--- src/rtl/core/wdt_pkg.sv ---
// ----------------------------------------------------------------------------
// wdt_pkg
// shared constants and types of the wigner delta table generator
// ----------------------------------------------------------------------------
package wdt_pkg;

  // default bounds of the top level parameters
  localparam int DEF_MAX_DEGREE_BOUND = 255;
  localparam int DEF_VALUE_WIDTH      = 40;

  // coefficient format and long division length
  localparam int COEF_FRAC = 31;
  localparam int COEF_W    = 32;
  localparam int DIV_STEPS = 62;

  // one queued tick from the front part to the back part
  typedef struct packed {
    logic restart;
  } wdt_item_t;

endpackage

--- src/rtl/core/wdt_front.sv ---
// ----------------------------------------------------------------------------
// wdt_front
// input side: takes ticks and queues them for the back part (two entries)
// ----------------------------------------------------------------------------
module wdt_front (
  input  logic               clk,
  input  logic               rst,
  input  logic               push,
  input  logic               restart,
  output logic               full,
  output logic               item_valid,
  output wdt_pkg::wdt_item_t item,
  input  logic               item_take
);
  import wdt_pkg::*;

  wdt_item_t  slot [2];
  logic       wr_ptr;
  logic       rd_ptr;
  logic [1:0] count;
  logic       do_push;
  logic       do_pop;

  assign full       = (count == 2'd2);
  assign item_valid = (count != 2'd0);
  assign item       = slot[rd_ptr];
  assign do_push    = push && !full;
  assign do_pop     = item_take && item_valid;

  always_ff @(posedge clk) begin
    if (do_push) begin
      slot[wr_ptr].restart <= restart;
    end
  end

  always_ff @(posedge clk) begin
    if (rst) begin
      wr_ptr <= 1'b0;
      rd_ptr <= 1'b0;
      count  <= 2'd0;
    end else begin
      if (do_push) begin
        wr_ptr <= !wr_ptr;
      end
      if (do_pop) begin
        rd_ptr <= !rd_ptr;
      end
      case ({do_push, do_pop})
        2'b10:   count <= count + 2'd1;
        2'b01:   count <= count - 2'd1;
        default: count <= count;
      endcase
    end
  end

endmodule

--- config.mk ---
export PLATFORM = sky130hd
export DESIGN_NAME = wdt_front
export DESIGN_NICKNAME = d
export VERILOG_FILES = /design/src/rtl/core/wdt_pkg.sv /design/src/rtl/core/wdt_front.sv
export SDC_FILE = /design/constraint.sdc
export NUM_CORES = 1
export LEC_CHECK = 0
export BUFFER_PORTS_ARGS = -buffer_cell sky130_fd_sc_hd__buf_4
export CAP_MARGIN = 5
export CELL_PAD_IN_SITES_DETAIL_PLACEMENT = 1
export CELL_PAD_IN_SITES_GLOBAL_PLACEMENT = 1
export CORE_AREA = 2 2 39 41
export CTS_BUF_LIST = sky130_fd_sc_hd__clkbuf_2
export DETAILED_ROUTE_END_ITERATION = 10
export DIE_AREA = 0 0 41 43
export PLACE_DENSITY = 0.58
export SYNTH_ARGS = -nofsm -noshare
export SYNTH_HDL_FRONTEND = slang
export SYNTH_SLANG_ARGS = --single-unit
--- constraint.sdc ---
create_clock -name clk -period 1.9 [get_ports clk]
set_input_delay 0.19 -clock clk [delete_from_list [all_inputs] [get_ports clk]]
set_output_delay 0.19 -clock clk [all_outputs]
set_load 0.01 [all_outputs]
==> metrics.yaml, run 1 <==
sta:
  grt_setup_unrepaired: "false"
  slew_headroom_pct: 86.33
  finalSetupViolCount: 0
  layout_setup_ws_ps: 334.3
  fmax_ghz: 0.6387
  fin_crit_sh_pct: 82.40
  drv_slew: 0
  layout_min_cycle_time_ps: 1566
  hold_viol_final: 0
  worst_pin_slew_ps: 203.6
  fin_tns_setup_ps: 0
  skew_ps: 2.950
critical_path:
  cp_max_fo: 5
  worstPathArrival_ps: 1730
  startpoint_type: "flop"
  required_ps: 2060
  rr_startpoint: "count[0]"
  worstSetupPathType: "flop to flop"
  startpoint: "count[0]"
  rrSetupSlack_ps: 330
  crit_path_end_kind: "flop"
synth:
  avgSynthCellArea_um2: 10.27
  synthDistinctLibCells: 17
  synth_commonest_cells: "dfxtp_1, nor2_1"
  synth_area_leaders: "dfxtp_1, edfxtp_1, xnor2_1"
  ys_seq_area_share_pct: 53.78
  synth_fp_nets: 35
  synth_xor_area_share_pct: 8.824
  async_reset_ff_share_pct: 0
  synth_area_um2: 297.8
  synthAdderAreaFrac_pct: 4.202
  netlist.area_leader.share_pct: 33.61
  muxShareOfSynthArea_pct: 3.782
  synthCells: 29
  synth-edff-count: 2
  synth_simple_gate_area_share_pct: 16.39
  synth_compound_area_share_pct: 9.244
  synth_top_family_by_area: "simple AND/OR/NAND/NOR gates"
  synth_area_leader_cell: "dfxtp_1"
  post-synth-top-count-cell: "dfxtp_1"
  synth_ff_type: "dfxtp_1"
  ys_ff_latch: 7
  yosys_warnings: 0
global_routing:
  gr-total-overflow: 0
  antenna_found_initial: 0
  grt_use_total_pct: 8.661
  grt_pass1_wl_um: 966
  grt_pass1_vias: 255
  grt_max_degree: 6
cells_and_area:
  final_core_util_pct: 28.21
  nNetsFinal: 47
  drive_above_1_share_pct: 37.50
  area.growth.synth_to_final_pct: 31.09
  fin_cells: 56
  antennaDiodeCount: 0
clock_network:
  clk_pin_slew_ps: 80
  cts_resized: 0
  clock_latency_ps: 230
  htreeDepth: 1
  cts_setup_buffers: 0
  cts_buffer_depth: 2
  numCtsBuffers: 3
  cts_hold_buf: 0
  cts.sinks: 7
  cts_tree: "yes"
  ctsRootBufferMaster: "clkbuf_2"
routing:
  viasPerCell: 4.054
  dr.pass1.iters: 1
  wl_per_cell_um: 10.09
  drt_wl_total_um: 565
  drt-initial-drc-count: 0
  vias: 227
  drt_drc_violations_left: 0
  ant_nets: 0
worst_hold_path:
  min-delay-start: "restart"
  hold_path.class: "input pin to flop"
place:
  placed_cells_incl_taps: 52
  post-place-ws_ps: 336.7
  port_buffers: 7
  finalWeightedCongestion: 0.7012
  hpwl_um: 462.3
floorplanning:
  rows: 14
  die_x_um: 41
  die_h_um: 43
  pin_count: 8
  dieArea_um2: 1763
  initial_core_util_pct: 21.52
  core_um2: 1384
power:
  powerDensity_nw_per_um2: 1540
  ir_drop_uv: 499.4
  p_leak_nw: 0.1826
job:
  drv_cap: 0
status:
  status: "finished, final reports clean"
-- cell usage in the layout, fill, tap and decap left out, drive strengths merged --
| cell type | n |
|---|---|
| clkbuf | 4 |
| buf | 7 |
| xnor2 | 2 |
| o21a | 1 |
| nand2 | 1 |
| and3 | 1 |
| or2 | 1 |
| xor2 | 1 |
| or3 | 2 |
| dfxtp | 5 |
| a21oi | 2 |
| ha | 1 |
| mux2 | 1 |
| o21ai | 2 |
| nor2 | 3 |
| inv | 3 |
| nand2b | 1 |
| edfxtp | 2 |
-- path summary, 6_finish.rpt --
path / to / cells after the start
max reg2reg: count[1] / 5
max: count[1] / 5
min reg2reg: wr_ptr / 2
min: slot[1] / 1
-- layer usage --
metal | wire length (um) | vias to the layer above | GRT usage, %
li1 | - | 120 | -
met1 | 244 | 100 | 9.740
met2 | 283 | 5 | 11.88
met3 | 34 | 2 | 3.141
met4 | 4 | 0 | 8.000
met5 | 0 | - | 0
-- worst max-delay path, stage by stage, from the launching register on --
cell and delay, ps:
dfxtp_1 410, nand2b_2 170, nand2_1 60, ha_1 330, or3_1 380, a21oi_1 150
-- metrics by stage --
step	power (mW)	hold slack [ps]	instance area, um^2
6_report	0.6011	147.2	390.4
5_1_grt	0.6514	132.6	390.4
4_1_cts	0.6144	132.9	390.4
3_5_place_dp	0.4960	386.5	370.4
3_3_place_gp	0.4800	378.3	370.4
2_1_floorplan	0.4064	259.1	297.8
-- power breakdown --
group          internal, mW  leakage, nW  switching (mW)  total, mW
clock network        0.0560       0.0166          0.0550      0.111
registers             0.203       0.0600          0.0355      0.238
logic                 0.137        0.106           0.115      0.252
-- logic make-up after synthesis --
family          Yosys count
flops                     7
compound gates            5
fa+ha+maj                 1
xor+xnor                  3
mux                       1
buf+inv                   3
simple gates              9
-- area by class of cell --
class                      count  area [um^2]
clock buffer                   4        20.02
fill                         161        993.5
sequential                     7        160.2
timing repair buffer           7        52.55
inverter                       3        11.26
multi-input combinational     19        126.4
tap                           16        20.02
Power figures use the tool's default switching activity.
==> inputs of run 2 (changes only) <==
PLACE_DENSITY = 0.59   (was 0.58)
clock period = 1.3 ns   (was 1.9 ns; I/O delays follow)
==> run 2 against run 1 <==
  * Utilization rose by 8.8 points
  * Fmax up 13%
  * Combinational power grew to 2.9 times the previous value
  * Die area did not move
  * Wire length up 40%
  * The flow now finishes with violations (setup timing)
  * Hold slack lost 80 ps
  * Highest routed layer unchanged
  * Register-to-register slack got worse by 420 ps
  * Via count increased by 22%
  * Global-route usage is 3.6 points higher
  * Critical path type unchanged
  * Sequential share of layout area down 8.8 points
  * Critical path depth stayed put
==> metrics.yaml, run 2 (synthesis results as in run 1) <==
cells_and_area:
  ff_latch_area_um2: 165.2  # +3.1%
  layout_common_cells: "buf_4, buf_6, clkbuf_2"
  area.growth.synth_to_final_pct: 71.85
  fin_cells: 63  # +13%
  final_core_util_pct: 36.98  # +8.8 points
  nNetsFinal: 54  # +15%
  final_common_cell: "buf_4"
  nFillCells: 166  # +3.1%
  multi_input_area_um2: 168.9  # +34%
  drive_above_1_share_pct: 63.83  # +26 points
  antennaDiodeCount: 0  # unchanged
clock_network:
  ctsRootBufferMaster: "clkbuf_2"
  clk_pin_slew_ps: 80  # about the same
  clock_latency_ps: 250  # +20 ps
  numCtsBuffers: 3  # unchanged
  cts_tree: "yes"
  cts.sinks: 7  # unchanged
  cts_buffer_depth: 2  # unchanged
  htreeDepth: 1  # unchanged
critical_path:
  reg2reg_to: "count[1]"
  path_delay_family: "flip-flops"
  rrSetupSlack_ps: -80  # -420 ps
  path_buf_inv: 0  # unchanged
  startpoint: "count[1]"
  r2r_cells: 5  # unchanged
  worstSetupPathType: "flop to flop"
  cp_max_fo: 3  # -2
  startpoint_type: "flop"
  required_ps: 1480  # -580 ps
  slowest_delay_ps: 370  # -40 ps
  crit_chain: "o21a_4 > ha_4 > xnor2_2 > or3_1 > a21oi_1"
  crit_path_end_kind: "flop"
  rr_startpoint: "count[1]"
  cpMaxStageDelayCell: "dfxtp_4"
  worstPathArrival_ps: 1570  # -160 ps
power:
  comb_power_share_pct: 57.9  # +16 points
  p_seq_share_pct: 28.6  # -11 points
  p_leak_nw: 0.2294  # +26%
  ir_drop_uv: 1248  # +150%
  p_clk_share_pct: 13.5  # -5.0 points
  p_sw_share_pct: 32.67  # -1.5 points
  p_int_uw: 856.1  # +120%
  p_switching_uw: 415.4  # +100%
  powerDensity_nw_per_um2: 2485  # +61%
floorplanning:
  dieArea_um2: 1763  # unchanged
  die_h_um: 43  # unchanged
  die_x_um: 41  # unchanged
  pin_count: 8  # unchanged
  initial_core_util_pct: 21.52  # unchanged
  rows: 14  # unchanged
  core_um2: 1384  # unchanged
place:
  finalWeightedCongestion: 0.6585  # -6.1%
  port_buffers: 7  # unchanged
  hpwl_um: 546.8  # +18%
  placed_cells_incl_taps: 57  # +9.6%
sta:
  layout_setup_ws_ps: -83.67  # -418.0 ps
  layout_min_cycle_time_ps: 1384  # -182.0 ps
  fmax_ghz: 0.7227  # +13%
  finalSetupViolCount: 2  # +2
  hold_viol_final: 0  # unchanged
  skew_ps: 12.09  # +9.140 ps
  whs_ps: 66.74  # -80.49 ps
  slew_headroom_pct: 86.93  # +0.60 points
  worst_pin_slew_ps: 194.6  # -8.952 ps
  grt_setup_unrepaired: "true"
  drv_slew: 0  # unchanged
  fin_crit_sh_pct: 106.4  # +24 points
routing:
  drt-initial-drc-count: 0  # unchanged
  ant_nets: 0  # unchanged
  drt_drc_violations_left: 0  # unchanged
  vias: 277  # +22%
  drt_wl_total_um: 792  # +40%
  wl_per_cell_um: 12.57  # +25%
  viasPerCell: 4.397  # +8.5%
  dr.pass1.iters: 1  # unchanged
global_routing:
  grt_use_total_pct: 12.30  # +3.6 points
  antenna_found_initial: 0  # unchanged
  grt_pass1_vias: 287  # +13%
  grt_pass1_wl_um: 1269  # +31%
  gr-total-overflow: 0  # unchanged
  grt_max_degree: 6  # unchanged
job:
  drv_cap: 0  # unchanged
worst_hold_path:
  min-delay-start: "rst"
  min_to: "count[0]"
  hold_path.class: "input pin to flop"
  hold_depth: 2  # +1
status:
  violations: "setup timing"
  status: "finished with violations"
-- run 2: power by group through the flow --
stage               clock network, mW  registers [mW]  logic (mW)
finish                          0.171           0.364       0.736
global route                    0.189           0.374       0.810
floorplan                           0           0.349       0.252
CTS                             0.183           0.349       0.600
detailed placement                  0           0.347       0.496
global placement                    0           0.344       0.464
-- run 2: worst max-delay path by stage --
stage,end,slack (ps),cells past startpoint
after floorplan,count[1],-50,4
after global placement,count[1],-20,4
after detailed placement,count[1],-90,4
after CTS,count[1],-80,5
after global routing,count[1],-150,5
final,count[1],-80,5
-- run 2: area by class of cell --
class                           count  area share [%]
Multi-Input combinational cell     19           33.01
Sequential cell                     7           32.27
Timing Repair Buffer               14           24.21
Clock buffer                        4           3.912
Tap cell                           16           3.912
Inverter                            3           2.689
-- run 2: per-stage QoR --
| stage | setup TNS (ps) | cell area [um^2] | worst slack, ps | power [mW] |
|---|---|---|---|---|
| 2_1_floorplan | -52.54 | 300.3 | -52.54 | 0.6013 |
| 3_3_place_gp | -17.21 | 410.4 | -17.21 | 0.8074 |
| 3_5_place_dp | -87.71 | 410.4 | -87.71 | 0.8432 |
| 4_1_cts | -95.41 | 462.9 | -78.12 | 1.133 |
| 5_1_grt | -233.9 | 511.7 | -152.2 | 1.373 |
| 6_report | -87.47 | 511.7 | -83.67 | 1.271 |
-- run 2: metal layers --
| layer | global-route usage [%] | wire (um) | up-vias | share of wire [%] |
|---|---|---|---|---|
| li1 | - | - | 131 | - |
| met1 | 11.07 | 255 | 132 | 32 |
| met2 | 19.06 | 442 | 9 | 56 |
| met3 | 4.712 | 53 | 5 | 6.7 |
| met4 | 12.00 | 40 | 0 | 5.1 |
| met5 | 0 | 0 | - | 0 |
-- run 2: timing repair --
item | in CTS | in global routing
hold buffers | 0 | 0
gates resized for setup | 5 | 12
pin swaps | 6 | 5
setup buffers | 1 | 1
endpoints found under the setup margin | 4 | 4
